[src/rtl/core/smm_pkg.sv]
// ----------------------------------------------------------------------------
// smm_pkg: shared types and constants of the smoothed min/max normalizer
// Holds the request and response payload types, the controller to datapath
// command and status groups, and the fixed-point widths used everywhere.
// ----------------------------------------------------------------------------
package smm_pkg;

   localparam int SAMPLE_BITS = 16;
   localparam int FRAC_BITS   = 8;
   localparam int SMOOTH_BITS = SAMPLE_BITS + FRAC_BITS;
   localparam int DIFF_BITS   = SMOOTH_BITS + 1;
   localparam int ALPHA_BITS  = 16;
   localparam int PROD_BITS   = DIFF_BITS + ALPHA_BITS + 1;
   localparam int NORM_FRAC   = 14;
   localparam int NORM_BITS   = 16;
   localparam int QUOT_BITS   = NORM_FRAC + 2;
   localparam int STEP_BITS   = $clog2(QUOT_BITS);

   localparam logic [ALPHA_BITS-1:0] ALPHA_RESET = ALPHA_BITS'(9830);
   localparam logic [NORM_BITS-1:0]  NORM_ONE    = NORM_BITS'(1 << NORM_FRAC);
   localparam logic [STEP_BITS-1:0]  STEP_LAST   = STEP_BITS'(QUOT_BITS - 1);

   typedef struct packed {
      logic signed [SAMPLE_BITS-1:0] sample;
      logic                          reinit;
   } req_type;

   typedef struct packed {
      logic signed [NORM_BITS-1:0]   normalized;
      logic signed [SMOOTH_BITS-1:0] smoothed_out;
      logic                          degenerate;
   } rsp_type;

   typedef struct packed {
      logic capture;
      logic multiply;
      logic update;
      logic prepare;
      logic div_step;
      logic load_out;
   } cmd_type;

   typedef struct packed {
      logic div_last;
   } status_type;

endpackage

[src/rtl/core/smm_ctrl.sv]
// ----------------------------------------------------------------------------
// smm_ctrl: sequencing controller of the normalizer
// Walks one request through multiply, update, divide and output load, and
// owns the request ready and the response valid.
// ----------------------------------------------------------------------------
module smm_ctrl (
   input  logic                clock,
   input  logic                reset,
   input  logic                req_valid,
   output logic                req_ready,
   output logic                rsp_valid,
   input  logic                rsp_ready,
   input  smm_pkg::status_type status,
   output smm_pkg::cmd_type    cmd
);

   localparam logic [2:0] ST_IDLE = 3'd0;
   localparam logic [2:0] ST_MUL  = 3'd1;
   localparam logic [2:0] ST_UPD  = 3'd2;
   localparam logic [2:0] ST_PREP = 3'd3;
   localparam logic [2:0] ST_DIV  = 3'd4;
   localparam logic [2:0] ST_DONE = 3'd5;

   logic [2:0] state_ff, state_in;
   logic       rsp_valid_ff, rsp_valid_in;
   logic       out_free;

   assign out_free  = !rsp_valid_ff || rsp_ready;
   assign req_ready = (state_ff == ST_IDLE);
   assign rsp_valid = rsp_valid_ff;

   always_comb begin
      state_in     = state_ff;
      cmd          = '0;
      rsp_valid_in = rsp_valid_ff && !rsp_ready;
      case (state_ff)
         ST_IDLE: begin
            if (req_valid) begin
               cmd.capture = 1'b1;
               state_in    = ST_MUL;
            end
         end
         ST_MUL: begin
            cmd.multiply = 1'b1;
            state_in     = ST_UPD;
         end
         ST_UPD: begin
            cmd.update = 1'b1;
            state_in   = ST_PREP;
         end
         ST_PREP: begin
            cmd.prepare = 1'b1;
            state_in    = ST_DIV;
         end
         ST_DIV: begin
            cmd.div_step = 1'b1;
            if (status.div_last) begin
               state_in = ST_DONE;
            end
         end
         ST_DONE: begin
            // The result waits here until the output register is free.
            if (out_free) begin
               cmd.load_out = 1'b1;
               rsp_valid_in = 1'b1;
               state_in     = ST_IDLE;
            end
         end
         default: begin
            state_in = ST_IDLE;
         end
      endcase
   end

   always_ff @(posedge clock) begin
      if (reset) begin
         state_ff     <= ST_IDLE;
         rsp_valid_ff <= 1'b0;
      end else begin
         state_ff     <= state_in;
         rsp_valid_ff <= rsp_valid_in;
      end
   end

endmodule

[src/rtl/core/smm_datapath.sv]
// ----------------------------------------------------------------------------
// smm_datapath: arithmetic and state of the normalizer
// Holds alpha, the smoothed value and the tracked range, the smoothing
// multiplier, a restoring divider that yields one quotient bit per cycle,
// and the response register.
// ----------------------------------------------------------------------------
module smm_datapath (
   input  logic                clock,
   input  logic                reset,
   input  logic                csr_wr_en,
   input  logic [smm_pkg::ALPHA_BITS-1:0] csr_wr_data,
   input  smm_pkg::req_type    req_data,
   output smm_pkg::rsp_type    rsp_data,
   input  smm_pkg::cmd_type    cmd,
   output smm_pkg::status_type status
);

   localparam int SB = smm_pkg::SMOOTH_BITS;
   localparam int DB = smm_pkg::DIFF_BITS;
   localparam int PB = smm_pkg::PROD_BITS;
   localparam int QB = smm_pkg::QUOT_BITS;
   localparam int AB = smm_pkg::ALPHA_BITS;

   logic [AB-1:0]          alpha_ff;
   logic signed [SB-1:0]   x_ff;
   logic                   reinit_ff;
   logic signed [PB-1:0]   prod_ff;
   logic signed [SB-1:0]   smooth_ff, smooth_in;
   logic signed [SB-1:0]   low_ff, low_in;
   logic signed [SB-1:0]   high_ff, high_in;
   logic                   primed_ff;
   logic [DB-1:0]          rem_ff, rem_in;
   logic [SB-1:0]          den_ff;
   logic [QB-1:0]          quot_ff, quot_in;
   logic                   degen_ff;
   logic [smm_pkg::STEP_BITS-1:0] step_ff;
   smm_pkg::rsp_type       rsp_ff;

   logic signed [DB-1:0]   diff;
   logic signed [PB-1:0]   prod;
   logic signed [PB-1:0]   step_val;
   logic signed [DB-1:0]   sum;
   logic                   rem_ge;
   logic [DB-1:0]          rem_sub;
   logic [DB-1:0]          rem_keep;

   // Smoothing product: (x - smoothed) * alpha, alpha taken as a positive value.
   assign diff = DB'(x_ff) - DB'(smooth_ff);
   assign prod = PB'(diff) * $signed({1'b0, alpha_ff});

   // Arithmetic shift rounds toward minus infinity; the sum stays in range.
   assign step_val = prod_ff >>> AB;
   assign sum      = DB'(smooth_ff) + step_val[DB-1:0];

   always_comb begin
      smooth_in = smooth_ff;
      low_in    = low_ff;
      high_in   = high_ff;
      if (reinit_ff || !primed_ff) begin
         smooth_in = x_ff;
         low_in    = x_ff;
         high_in   = x_ff;
      end else begin
         smooth_in = sum[SB-1:0];
         if (smooth_in < low_ff) begin
            low_in = smooth_in;
         end
         if (smooth_in > high_ff) begin
            high_in = smooth_in;
         end
      end
   end

   // One restoring step: compare, set the quotient bit, then double the remainder.
   assign rem_ge   = rem_ff >= {1'b0, den_ff};
   assign rem_sub  = rem_ff - {1'b0, den_ff};
   assign rem_keep = rem_ge ? rem_sub : rem_ff;
   assign rem_in   = {rem_keep[DB-2:0], 1'b0};
   assign quot_in  = {quot_ff[QB-2:0], rem_ge};

   assign status.div_last = (step_ff == smm_pkg::STEP_LAST);
   assign rsp_data        = rsp_ff;

   always_ff @(posedge clock) begin
      if (reset) begin
         alpha_ff  <= smm_pkg::ALPHA_RESET;
         smooth_ff <= '0;
         low_ff    <= '0;
         high_ff   <= '0;
         primed_ff <= 1'b0;
         step_ff   <= '0;
      end else begin
         if (csr_wr_en) begin
            alpha_ff <= csr_wr_data;
         end
         if (cmd.update) begin
            smooth_ff <= smooth_in;
            low_ff    <= low_in;
            high_ff   <= high_in;
            primed_ff <= 1'b1;
         end
         if (cmd.prepare) begin
            step_ff <= '0;
         end else if (cmd.div_step) begin
            step_ff <= step_ff + 1'b1;
         end
      end
   end

   always_ff @(posedge clock) begin
      if (cmd.capture) begin
         x_ff      <= SB'(req_data.sample) <<< smm_pkg::FRAC_BITS;
         reinit_ff <= req_data.reinit;
      end
      if (cmd.multiply) begin
         prod_ff <= prod;
      end
      if (cmd.prepare) begin
         rem_ff   <= {1'b0, smooth_ff - low_ff};
         den_ff   <= high_ff - low_ff;
         degen_ff <= (high_ff == low_ff);
         quot_ff  <= '0;
      end else if (cmd.div_step) begin
         rem_ff  <= rem_in;
         quot_ff <= quot_in;
      end
      if (cmd.load_out) begin
         rsp_ff.normalized   <= degen_ff ? '0 : $signed(quot_ff - smm_pkg::NORM_ONE);
         rsp_ff.smoothed_out <= smooth_ff;
         rsp_ff.degenerate   <= degen_ff;
      end
   end

endmodule

[src/rtl/core/smoothed_minmax_normalizer.sv]
// ----------------------------------------------------------------------------
// smoothed_minmax_normalizer: smoothed sensor value normalized to its range
// Top level joining the sequencing controller and the arithmetic datapath.
// ----------------------------------------------------------------------------
// Each accepted request carries a signed 16-bit sample and a reinit flag and
// produces exactly one response. The first request after reset, or one with
// reinit set, loads the smoothed value, minimum and maximum with the sample
// (scaled to Q16.8); later requests move the smoothed value toward the sample
// by alpha (Q0.16, written through the csr port, reset 9830) and widen the
// tracked range. The response gives the smoothed value in Q16.8 and its
// position in the range as (smoothed - min) / (max - min) * 2 - 1 in Q1.14;
// when max equals min the position reads 0 and degenerate is set. After the
// request is accepted the block steps through multiply, update, divider
// setup, the bit-serial restoring divider and the output load, which waits
// until the output register is free. A request is taken only while the
// block is idle, so a new request waits until the previous one is loaded;
// a finished response sits in the output register, so the next request is
// accepted while the previous response still waits for rsp_ready. Alpha
// should be written only while the block is idle.
// ----------------------------------------------------------------------------
module smoothed_minmax_normalizer (
   input  logic                clock,
   input  logic                reset,
   input  logic                req_valid,
   output logic                req_ready,
   input  smm_pkg::req_type    req_data,
   output logic                rsp_valid,
   input  logic                rsp_ready,
   output smm_pkg::rsp_type    rsp_data,
   input  logic                csr_wr_en,
   input  logic [smm_pkg::ALPHA_BITS-1:0] csr_wr_data
);

   // Commands from the controller and status back from the datapath.
   smm_pkg::cmd_type    cmd;
   smm_pkg::status_type status;

   smm_ctrl u_ctrl (
      .clock     (clock),
      .reset     (reset),
      .req_valid (req_valid),
      .req_ready (req_ready),
      .rsp_valid (rsp_valid),
      .rsp_ready (rsp_ready),
      .status    (status),
      .cmd       (cmd)
   );

   smm_datapath u_datapath (
      .clock       (clock),
      .reset       (reset),
      .csr_wr_en   (csr_wr_en),
      .csr_wr_data (csr_wr_data),
      .req_data    (req_data),
      .rsp_data    (rsp_data),
      .cmd         (cmd),
      .status      (status)
   );

endmodule
[config.mk]
export PLATFORM = sky130hd
export DESIGN_NAME = smoothed_minmax_normalizer
export DESIGN_NICKNAME = d
export VERILOG_FILES = /design/src/rtl/core/smm_pkg.sv /design/src/rtl/core/smm_ctrl.sv /design/src/rtl/core/smm_datapath.sv /design/src/rtl/core/smoothed_minmax_normalizer.sv
export SDC_FILE = /design/constraint.sdc
export NUM_CORES = 2
export LEC_CHECK = 0
export BUFFER_PORTS_ARGS = -buffer_cell sky130_fd_sc_hd__buf_2
export CORE_MARGIN = 2
export CORE_UTILIZATION = 50
export CTS_BUF_LIST = sky130_fd_sc_hd__clkbuf_8 sky130_fd_sc_hd__clkbuf_16
export DETAILED_ROUTE_END_ITERATION = 10
export PLACE_DENSITY = 0.66
export SLEW_MARGIN = 5
export SYNTH_ARGS = -nofsm -noshare
export SYNTH_HDL_FRONTEND = slang
export SYNTH_SLANG_ARGS = --single-unit
[constraint.sdc]
create_clock -name clock -period 19.56 [get_ports clock]
set_clock_uncertainty 0.2 [all_clocks]
set_input_delay 1.956 -clock clock [delete_from_list [all_inputs] [get_ports clock]]
set_output_delay 1.956 -clock clock [all_outputs]
set_load 0.05 [all_outputs]
==> impl_results.md <==
* Status: complete, no violations
* Area Overhead vs Synth at 7.96%
* DRT Pass-1 Iters at 6
* Fin nets at 3894
* FP Rows at 88
* WL/cell at 19.3 um
* Crit start category: flip-flop
* Final period utilization at 0.473
* Yosys cell types at 80
* Fin area at 0.0316 mm^2
* Mapped cell area at 0.0293 mm^2
* Net Count, Synth at 3863
* Die area at 0.0605 mm^2
* DRC at 0
* Layout cells sized above 1 at 0.0671
* # hold bufs at CTS at 0
* DP Wirelength at 60.0 mm
* Ys flop type: edfxtp_1
* Commonest cells in the netlist: inv_1, fa_1, nand2_1
* Clk buf depth at 3
* CTS root buf: clkbuf_16
* Yosys top cell by area: fa_1
* Final Hold Vio Count at 0
* Average size of a mapped cell at 9.16 um^2
* Worst slew pin tran at 1.33 ns
* Starting Density at 0.506
* Total track usage at 0.260
* Post-synth EDFFs at 131
* Rel. slew slack at 0.106
* CTS resizes at 0
* Max Clock Freq at 0.108 GHz
* IO Port Bufs at 80
* Final RePlAce weighted congestion at 0.931
* Placed cell area at 0.0305 mm^2
* Worst Path Required at 19.70 ns
* Total Wirelength at 77.5 mm
* MaxCap Viol Count at 0
* First DRT Iteration DRCs at 1295
* Clk sinks at 245
* Largest cells by area after synthesis: fa_1, edfxtp_1, ha_1
* RSZ-0062 raised after global routing: false
* Vias per std cell at 5.56
* First-pass GRT wire length at 124 mm
* Clk_lat worst skew at 0.60 ns
* Clock-pin slew on the worst setup and hold paths at 0.06 ns
* Setup repair bufs after CTS at 0
* Sequential area share after synthesis at 0.212
* Initial antenna violation count at 1
* Die height at 246 um
* H-tree depth at 1
* Synth Register Bits at 245
* Crit path arrival time at 9.38 ns
* Core ar. at 0.0578 mm^2
* Setup crit end kind: flip-flop
* Largest net degree at the start of global routing at 100
* Yosys top cell area share at 0.257
* Pins Over Slew Limit at 0
* Synth warn at 0
* Count leader, synth: inv_1
* Total grt overflow at 0
* Clock buffer count from CTS at 30
* Via count at 22329
* Vias in the first global route at 23224
* CTS tree: yes
* Fin crit period at 9.24 ns
* Final setup violation count at 0
* Setup_tns at 0 ns
* Crit Path Max Fanout at 16
* Number of top-level pins at 81
* Worst Hold Class: reg -> reg
* Critical path class: reg -> reg
* Chip width at 246 um
* Synth Instances at 3194
* Final antenna-violating net count at 0
* Ys async rst share at 0
## cells in the final DEF (no fill, tap or decap), types with 9 or more instances in the layout
master and n:
a21o_1 60, o21bai_1 15, nand2b_1 27, a21oi_1 141, a211o_1 12, xnor2_1 93, buf_2 79, xnor2_2 9
nor2b_1 43, a22oi_1 10, edfxtp_1 131, fa_1 376, nand4_1 22, and3_1 15, dfxtp_1 114, nor2_1 169
inv_1 591, xor2_1 40, or3_1 13, clkbuf_16 30, a211oi_1 56, buf_4 40, mux2i_1 37, nand3_1 25
and2_1 187, nand2_1 311, o211ai_1 9, or2_2 12, nor3_1 50, o21ai_0 58, a31oi_1 16, or4_1 9
ha_1 255, o21a_1 32, a22o_1 22
## stage by stage
stage,hold slack [ns],std cells,util,setup WS [ns]
after floorplan,0.232,3194,-,11.34
after global placement,0.242,3958,0.528,10.58
after detailed placement,0.248,3958,0.528,10.41
after CTS,0.256,4014,0.546,10.39
after global routing,0.289,4014,0.546,9.83
final,0.257,4015,0.546,10.32
## layer usage
| metal | wire length, um | up-vias | GRT usage |
|---|---|---|---|
| met5 | 0 | - | 0 |
| li1 | - | 10428 | - |
| met2 | 37000 | 649 | 0.445 |
| met3 | 4370 | 138 | 0.0328 |
| met1 | 34000 | 11114 | 0.348 |
| met4 | 2210 | 0 | 0.0699 |
## layout make-up
| type | instances | area, um^2 |
|---|---|---|
| well taps | 765 | 957 |
| multi-input cells | 2241 | 20500 |
| inverters | 588 | 2210 |
| flip-flops and latches | 245 | 6220 |
| repair buffers | 119 | 696 |
| fillers | 5261 | 26200 |
| diodes | 1 | 2.50 |
| clock inverters | 24 | 265 |
| clock buffers | 32 | 778 |
## state kept, by name (all words and copies together), names as in the netlist, 24 cells and up
register,count
u_datapath.rsp_data,41
u_datapath.high_ff,24
u_datapath.den_ff,24
u_datapath.low_ff,24
u_datapath.rem_ff,25
u_datapath.prod_ff,24
u_datapath.smooth_ff,24
## final timing paths
kind	startpoint	to	slack (ns)	cells past startpoint
hold / removal	u_datapath.low_ff[7]	u_datapath.low_ff[7]	0.26	2
setup / recovery	u_datapath.smooth_ff[2]	u_datapath.prod_ff[34]	10.32	26
hold reg to reg	u_datapath.low_ff[7]	u_datapath.low_ff[7]	0.26	2
setup reg to reg	u_datapath.smooth_ff[2]	u_datapath.prod_ff[34]	10.32	26
## critical path, stage by stage (launching register included)
cell and delay (ns):
dfxtp_1 0.41, or4_1 0.72, o41ai_1 0.40, a21oi_1 0.19, o21bai_1 0.21, a21oi_1 0.15
xnor2_2 0.80, nand2_1 0.20, fa_1 0.60, inv_1 0.06, fa_1 0.53, inv_1 0.05
fa_1 0.49, inv_1 0.06, fa_1 0.49, fa_1 0.40, fa_1 0.40, ha_1 0.39
a211oi_1 0.26, o21a_1 0.18, nor3_1 0.06, or4_1 0.44, o21ai_0 0.42, o21ai_0 0.28
a31o_2 0.33, a21oi_1 0.19, xnor2_1 0.08
## kinds of logic after synthesis
kind of cell	count (synthesis)	share of synthesized area
flip-flops	245	0.212
multiplexers	38	0.0130
XOR/XNOR	146	0.0444
buffers and inverters	708	0.0917
adder cells (fa/ha/maj)	631	0.366
AND/OR/NAND/NOR	910	0.152
AO/OA/AOI/OAI	516	0.120
Power is not shown: default switching activity piles up to over one toggle a cycle in this logic, so the estimate is an artifact.
